===== src/rtl/spq_pkg.sv =====
// Shared types and constants for the sorted priority queue.
// Used by every module of the block and by its checker; depends on nothing.
`default_nettype none

package spq_pkg;

  localparam int DEPTH        = 16;
  localparam int PRIO_BITS    = 16;
  localparam int PAYLOAD_BITS = 32;
  localparam int CNT_BITS     = $clog2(DEPTH + 1);

  // Operation codes carried on s_tuser.
  localparam logic [1:0] FUNC_INSERT = 2'd0;
  localparam logic [1:0] FUNC_POP    = 2'd1;
  localparam logic [1:0] FUNC_CLEAR  = 2'd2;

  // Status codes of a result item.
  localparam logic [1:0] STATUS_OK    = 2'd0;
  localparam logic [1:0] STATUS_FULL  = 2'd1;
  localparam logic [1:0] STATUS_EMPTY = 2'd2;

  typedef struct packed {
    logic signed [PRIO_BITS-1:0] prio;
    logic [PAYLOAD_BITS-1:0]     payload;
  } entry_t;

  // Command broadcast to every cell of the chain.
  typedef struct packed {
    logic   insert_en;
    logic   pop_en;
    entry_t entry;
  } cell_cmd_t;

  // Result item, lowest field in the lowest bits.
  typedef struct packed {
    logic [1:0]                   status;
    logic [CNT_BITS-1:0]          count;
    logic [PAYLOAD_BITS-1:0]      head_payload;
    logic signed [PRIO_BITS-1:0]  head_priority;
    logic                         head_valid;
  } result_t;

endpackage

`default_nettype wire


===== src/rtl/spq_cell.sv =====
// One cell of the sorted chain: holds a single entry and moves it on insert or pop.
// Depends on spq_pkg.
`default_nettype none

module spq_cell (
  input  wire logic              clk,
  input  wire spq_pkg::cell_cmd_t cmd,
  input  wire logic              occupied,
  input  wire logic              left_gt,
  input  wire spq_pkg::entry_t   left_entry,
  input  wire spq_pkg::entry_t   right_entry,
  output spq_pkg::entry_t        entry,
  output spq_pkg::entry_t        entry_next,
  output logic                   gt
);

  // A held entry strictly above the new priority stays in front of it.
  assign gt = occupied && ($signed(entry.prio) > $signed(cmd.entry.prio));

  always_comb begin
    entry_next = entry;
    if (cmd.insert_en) begin
      if (gt) begin
        entry_next = entry;
      end else if (left_gt) begin
        entry_next = cmd.entry;
      end else begin
        entry_next = left_entry;
      end
    end else if (cmd.pop_en) begin
      entry_next = right_entry;
    end
  end

  always_ff @(posedge clk) begin
    entry <= entry_next;
  end

endmodule

`default_nettype wire


===== src/rtl/sorted_priority_queue.sv =====
// Top level of the sorted priority queue: chain of cells, count and output buffer.
// Depends on spq_pkg and spq_cell.
`default_nettype none

// A queue of up to DEPTH entries kept sorted with the highest priority at the
// head; an insert lands in front of every entry of lower or equal priority.
// Each input item (insert, pop, clear) yields one result item giving the head
// after the operation, the count and a status. Every cell compares its own
// entry with the new priority at once and shifts towards or away from its
// neighbour as the item is taken, so items are taken back to back unless
// input stalls. A result register with a skid stage behind it keeps input
// flowing while one result waits; input stalls only when both are full.
module sorted_priority_queue (
  input  wire logic        clk,
  input  wire logic        rst,
  input  wire logic        s_tvalid,
  output logic             s_tready,
  input  wire logic [47:0] s_tdata,   // priority_req [15:0], payload [47:16]
  input  wire logic [1:0]  s_tuser,   // func [1:0]
  output logic             m_tvalid,
  input  wire logic        m_tready,
  output logic [55:0]      m_tdata    // head_valid [0], head_priority [16:1],
                                      // head_payload [48:17], count [53:49],
                                      // status [55:54]
);

  localparam int D = spq_pkg::DEPTH;

  logic                          acc_in;
  logic                          take_out;
  logic [spq_pkg::CNT_BITS-1:0]  count;
  logic [spq_pkg::CNT_BITS-1:0]  count_next;
  logic [1:0]                    status_now;
  spq_pkg::cell_cmd_t            cmd;
  spq_pkg::entry_t               cell_entry [D];
  spq_pkg::entry_t               cell_next  [D];
  logic [D-1:0]                  cell_gt;
  spq_pkg::result_t              res;
  spq_pkg::result_t              out_data;
  spq_pkg::result_t              skid_data;
  logic                          out_valid;
  logic                          skid_valid;

  assign s_tready = !skid_valid;
  assign acc_in   = s_tvalid && s_tready;
  assign take_out = out_valid && m_tready;

  always_comb begin
    cmd.insert_en     = 1'b0;
    cmd.pop_en        = 1'b0;
    cmd.entry.prio    = s_tdata[spq_pkg::PRIO_BITS-1:0];
    cmd.entry.payload = s_tdata[spq_pkg::PRIO_BITS +: spq_pkg::PAYLOAD_BITS];
    count_next        = count;
    status_now        = spq_pkg::STATUS_OK;
    case (s_tuser)
      spq_pkg::FUNC_INSERT: begin
        if (count == spq_pkg::CNT_BITS'(D)) begin
          status_now = spq_pkg::STATUS_FULL;
        end else begin
          cmd.insert_en = acc_in;
          count_next    = count + 1'b1;
        end
      end
      spq_pkg::FUNC_POP: begin
        if (count == '0) begin
          status_now = spq_pkg::STATUS_EMPTY;
        end else begin
          cmd.pop_en = acc_in;
          count_next = count - 1'b1;
        end
      end
      spq_pkg::FUNC_CLEAR: begin
        count_next = '0;
      end
      default: begin
        count_next = count;
      end
    endcase
  end

  for (genvar i = 0; i < D; i++) begin : g_cell
    spq_pkg::entry_t left_entry;
    spq_pkg::entry_t right_entry;
    logic            left_gt;

    if (i == 0) begin : g_first
      // The head cell takes a new entry whenever its own entry is not above it.
      assign left_gt    = 1'b1;
      assign left_entry = cmd.entry;
    end else begin : g_mid
      assign left_gt    = cell_gt[i-1];
      assign left_entry = cell_entry[i-1];
    end

    if (i == D - 1) begin : g_last
      assign right_entry = '0;
    end else begin : g_inner
      assign right_entry = cell_entry[i+1];
    end

    spq_cell u_cell (
      .clk         (clk),
      .cmd         (cmd),
      .occupied    (spq_pkg::CNT_BITS'(i) < count),
      .left_gt     (left_gt),
      .left_entry  (left_entry),
      .right_entry (right_entry),
      .entry       (cell_entry[i]),
      .entry_next  (cell_next[i]),
      .gt          (cell_gt[i])
    );
  end

  always_ff @(posedge clk) begin
    if (rst) begin
      count <= '0;
    end else if (acc_in) begin
      count <= count_next;
    end
  end

  always_comb begin
    res            = '0;
    res.status     = status_now;
    res.count      = count_next;
    res.head_valid = (count_next != '0);
    if (count_next != '0) begin
      res.head_priority = cell_next[0].prio;
      res.head_payload  = cell_next[0].payload;
    end
  end

  always_ff @(posedge clk) begin
    if (rst) begin
      out_valid  <= 1'b0;
      skid_valid <= 1'b0;
    end else if (take_out || !out_valid) begin
      if (skid_valid) begin
        out_valid  <= 1'b1;
        skid_valid <= 1'b0;
      end else begin
        out_valid <= acc_in;
      end
    end else if (acc_in) begin
      skid_valid <= 1'b1;
    end
  end

  always_ff @(posedge clk) begin
    if (take_out || !out_valid) begin
      if (skid_valid) begin
        out_data <= skid_data;
      end else if (acc_in) begin
        out_data <= res;
      end
    end else if (acc_in) begin
      skid_data <= res;
    end
  end

  assign m_tvalid = out_valid;
  assign m_tdata  = out_data;

endmodule

`default_nettype wire


===== config.mk =====
export PLATFORM = sky130hd
export DESIGN_NAME = sorted_priority_queue
export DESIGN_NICKNAME = d
export VERILOG_FILES = /design/src/rtl/spq_pkg.sv /design/src/rtl/spq_cell.sv /design/src/rtl/sorted_priority_queue.sv
export SDC_FILE = /design/constraint.sdc
export NUM_CORES = 2
export LEC_CHECK = 0
export BUFFER_PORTS_ARGS = -buffer_cell sky130_fd_sc_hd__buf_2
export CAP_MARGIN = 20
export CORE_MARGIN = 2
export CORE_UTILIZATION = 55
export DETAILED_ROUTE_END_ITERATION = 10
export GPL_TIMING_DRIVEN = 0
export PLACE_DENSITY_LB_ADDON = 0.15
export REMOVE_ABC_BUFFERS = 1
export SETUP_SLACK_MARGIN = 0.15
export SYNTH_ARGS = -nofsm -noshare
export SYNTH_HDL_FRONTEND = slang
export SYNTH_SLANG_ARGS = --single-unit

===== constraint.sdc =====
create_clock -name clk -period 6.45 [get_ports clk]
set_input_delay 0 -clock clk [delete_from_list [all_inputs] [get_ports clk]]
set_output_delay 0 -clock clk [all_outputs]
set_load 0.03 [all_outputs]

[Yosys cells after proc, flatten, opt, wreduce, memory -nomap -nowiden]
Index checks and enable logic that the tools add are counted.
W data, S select, Z words.
Word-level totals
  output and inout port bits: 58
  register bits after elaboration: 887
  bits of input ports: 54
Cells by class
  eq/ne operators: 18
  reduce and logical (&&, ||, !) cells: 44
  add/subtract/negate cells: 2
  muxes and demuxes: 77
  bitwise operators: 1
  order comparisons: 32
Operators by type and width (count)
  $mux W48: 64
  $gt A16 B16 Y1: 16
  $mux W56: 2
  $lt A4 B5 Y1 const A: 8
  $reduce_and A2 Y1: 17
  $ne A2 B2 Y1 const B: 15
  $lt A3 B5 Y1 const A: 4
  $logic_and A1 B1 Y1: 18
  $pmux W5 S3: 1
  $lt A1 B5 Y1 const A: 2
  $lt A2 B5 Y1 const A: 2
  $mux W5: 2
  $mux W1: 6
  $add A5 B1 Y5 const B: 1
  $eq A5 B5 Y1 const B: 1
  $logic_not A5 Y1: 1
  $reduce_bool A5 Y1: 1
  $sub A5 B1 Y5 const B: 1
  $pmux W2 S2: 1
  $reduce_bool A2 Y1: 2
  $eq A2 B1 Y1 const B: 1
  $eq A2 B2 Y1 const B: 1
  $logic_not A1 Y1: 2
  $logic_not A2 Y1: 1
  other kinds (4): 4

[Longest topological paths before layout]
  word-level depth: 9
  depth in mapped cells: 14
  depth with buffers taken out: 10

[Cells and area by module]
From an unflattened synthesis, not the netlist that was laid out.
Second synthesis, totals
  cell total of the unflattened synthesis: 6032
  area, all modules: 58529.9 um^2
By module, submodules not included
  spq_cell at g_cell[15].u_cell ...: times used 10, seq. area each 960.9 um^2, cells each 335, area an instance 3221.8 um^2
  spq_cell at g_cell[0].u_cell ...: times used 6, seq. area each 960.9 um^2, cells each 378, area an instance 3455.8 um^2
  sorted_priority_queue: times used 1, seq. area each 3503.4 um^2, cells each 414, area an instance 5576.6 um^2

[Least setup slack after synthesis]
OpenSTA, ideal clock, no wires.
  path kind: in2reg
  from: input port s_tdata[15]
  to: register g_cell[2].u_cell.entry[0] (netlist bit), enable pin
  data required time: 5930 ps
  stages on the path: 12
  slack: 139 ps
  buffers on the path: 4
  library setup time: 520 ps
  arrival: 5791 ps
  cell sequence: clkbuf_1 > inv_1 > ha_1 > nand4_1 > or4_1 > a21oi_1 > a211oi_1 > o21a_1 > buf_2 > buf_4 > buf_4 > o21ai_0
On the way
  word-level cells in the longest chain between the ends: 4
RTL lines
  start, declared: line sorted_priority_queue.sv:18  | input wire logic [47:0] s_tdata,
  $gt A16 B16 Y1: line spq_cell.sv:18  | assign gt = occupied && ($signed(entry.prio) > $signed(cmd.entry.prio));
  $logic_and A1 B1 Y1: line spq_cell.sv:18
  $ne A2 B2 Y1 (no line)
  $reduce_and A2 Y1 (no line)
  end signal, assigned: line spq_cell.sv:36  | entry <= entry_next;
  end, declared: line spq_cell.sv:12  | output spq_pkg::entry_t entry,
No other way between the ends.
A chain may end at the register's enable or synchronous reset.

[Final worst setup path]
  from: input port s_tdata[8]
  to: register out_data (netlist bit m_tdata[16]), data pin
On the way
  word-level cells in the longest chain between the ends: 7
RTL lines
  $gt A16 B16 Y1: line spq_cell.sv:18
  $logic_and A1 B1 Y1: line spq_cell.sv:18
  $mux W48: line spq_cell.sv:23  | if (gt) begin
  $mux W48: line spq_cell.sv:22  | if (cmd.insert_en) begin
  $mux W48: line sorted_priority_queue.sv:127  | if (count_next != '0) begin
  $mux W56: line sorted_priority_queue.sv:153  | end else if (acc_in) begin
  $mux W56: line sorted_priority_queue.sv:151  | if (skid_valid) begin
  end signal, assigned: line sorted_priority_queue.sv:152  | out_data <= skid_data;
  end signal, assigned: line sorted_priority_queue.sv:154  | out_data <= res;
  end, declared: line sorted_priority_queue.sv:39  | spq_pkg::result_t out_data;
No other way between the ends. The select of a mux whose other input is x is not followed.

==> impl_metrics.toml <==
[timing]
slew_headroom_pct = 28.5
hold_viol = 0
hold_slack_ps = 109
fin_crit_ps = 5030
tightestPinTransition_ps = 1060
setup_viol = 0
fmax_mhz = 199
rsz0062_at_grt = "false"
worst_clock_skew_ps = 31.1
drv_slew = 0
fin_crit_sh_pct = 78.0
fin_setup_tns_ps = 0
finalWorstSetupSlack_ps = 1420

[logic_synthesis]
synth_ff_type = "edfxtp_1"
synth_edf_count = 832
synth_warnings = 0
synth_area_leaders = "edfxtp_1, mux2i_1, ha_1"
ys_seq_area_share_pct = 53.6
synth.top_cell.area_share_pct = 51.4
syn-cell-area_um2 = 48700
yosys.area.top_type = "edfxtp_1"
async_flop_share_pct = 0
syn_inst = 4482
avgSynthCellArea_um2 = 10.9
synth-seq-cells = 887
ys_types = 69

[setup_path]
crit_path_end = "m_tdata[16]"
critPathMaxFanout = 48
r2r_slack_ps = 1530
crit_path_start = "s_tdata[8]"
crit_path_end_kind = "flip-flop"
cp_num_buf_inv = 3
slowest_stage = "o221ai_1"
arrival_ps = 5420
regToRegStartpoint = "count[0]"
path_depth = 12
start_kind = "input pin"
r2r-end = "m_tdata[16]"
max_stage_delay_ps = 830
reg2reg_depth = 12
worstSetupPathType = "in2reg"
path_cells = "dlygate4sd3_1 -> buf_2 -> inv_1 -> ha_1 -> nand4_1 -> nor4_1 -> a21bo_2 -> and4_1 -> o21ai_4 -> nand2_4 -> o221ai_1 -> o21ai_0"
crit_family = "compound AO/OA/AOI/OAI gates"
cp.required_ps = 6840

[clock_network]
tritoncts.num_buffers = 98
htreeDepth = 3
cts_buffer_depth = 3
clk_pin_slew_worst_paths_ps = 60
post-cts-setup-buffer-count = 0
cts_tree = "yes"
clock_sinks = 887
clkLatencyLatePin_ps = 680
cts_root_buf = "clkbuf_16"

[pwr]
powerDensity_nw_per_um2 = 289
max-vdd-ir-drop_mv = 0.231
cellLeakagePower_nw = 21.4
power_mw = 16.1

[min_path]
hold_class = "in2reg"
whs_path_depth = 3

[layout]
layout.nets = 4842
stdcell_count = 5778
finalCoreUtilization_pct = 63.6
final_common_cell = "edfxtp_1"
final_cell_mix = "edfxtp_1, mux2i_1, nand2_1, nor2_1, a21oi_1"
finalInstanceArea_um2 = 56000
drive_gt1_share_pct = 10.8
antennaDiodeCount = 0
layout-area-overhead-vs-synth_pct = 15.0

[floorplanning]
initial_core_util_pct = 55.3
die_y_um = 301
ios = 112
die_w_um = 301
rows = 109
dieArea_um2 = 90900
core-area_um2 = 88000

[global_route]
grt_overflow = 0
antenna_found_initial = 2
grt_usage_pct = 31.0
grt_pass1_wl_mm = 216
grt_max_degree = 95
grt_pass1_vias = 35800

[placed_design]
place_area_um2 = 52100
pre_cts_slack_ps = 1510
dp.cells = 5537
gp_congestion = 0.835
hpwl_mm = 94.5
port_buffers = 111

[routing]
routed_wirelength_mm = 142
ant_nets = 0
dr.pass1.iters = 6
wl_per_cell_um = 24.6
drc = 0
viasPerCell = 6.41
drt-initial-drc-count = 4217
routed-via-count = 37000

[job]
drv_cap = 0

[run_status]
status = "complete, no violations"
==> cell families (layout without fill, tap and decap cells) <==
| group | after synthesis | in the layout | share of synthesized area, % |
|---|---|---|---|
| flip-flops | 887 | 887 | 53.6 |
| AO/OA/AOI/OAI | 1082 | 1082 | 14.2 |
| adder cells (fa/ha/maj) | 260 | 260 | 6.69 |
| buffers and inverters | 456 | 587 | 3.75 |
| XOR/XNOR | 1 | 1 | 0.0180 |
| AND/OR/NAND/NOR | 1306 | 1306 | 11.6 |
| multiplexers | 490 | 490 | 10.1 |
==> flip-flops by register name (all words and copies together), names as in the netlist <==
signal               flops
count                    5
skid_valid               1
g_cell.u_cell.entry    768
m_tvalid                 1
m_tdata                 56
skid_data               56
==> area by class of cell <==
class,instances,area [um^2]
clock buffer,132,2750
fill,6955,32000
tap,1165,1460
multi-input combinational,3139,21100
sequential,887,26100
inverter,102,383
clock inverter,53,582
timing repair buffer,300,3590
==> report_power, final <==
part,internal (mW),total (mW),switching (mW)
logic,1.07,2.96,1.89
registers,6.98,7.31,0.329
clock network,3.44,5.88,2.44
==> how the worst min path moves through the flow <==
stage,endpoint,slack [ps],startpoint
global placement,count[0],270,rst
floorplan,m_tvalid,70,rst
global route,g_cell[14].u_cell.entry[32],150,s_tdata[0]
detailed placement,m_tvalid,280,rst
CTS,g_cell[15].u_cell.entry[32],80,s_tdata[0]
finish,g_cell[15].u_cell.entry[32],110,s_tdata[0]
==> repair_timing <==
item                      4_1_cts  5_1_grt
hold endpoints to repair      718        0
hold buffers                   54        0
resized for setup               0        0
==> synth_stat cells, types with 25 or more instances <==
master	number
clkbuf_1	260
buf_2	57
o221ai_1	54
nand2_1	489
o21ai_0	221
o22a_1	48
o21ai_1	25
nand2b_1	59
a21oi_1	378
nor2b_1	26
mux2i_1	483
dfxtp_1	55
nand3_1	205
inv_1	101
a21o_1	30
edfxtp_1	832
ha_1	260
o221a_2	48
o211ai_1	196
buf_1	28
nand4_1	44
nor2_1	435
==> metal layers <==
| layer | global-route usage (%) | vias to the layer above | routed length (um) |
|---|---|---|---|
| met5 | 0 | - | 13 |
| met4 | 10.9 | 2 | 4210 |
| met3 | 3.57 | 260 | 10100 |
| met2 | 50.8 | 1515 | 68300 |
| met1 | 42.9 | 18300 | 59600 |
| li1 | - | 16900 | - |
==> worst min-delay path: stages <==
cell and delay, ps:
buf_2 310, mux2i_1 230, nor2_1 60
Note: power is estimated with default switching activity, not from simulation.
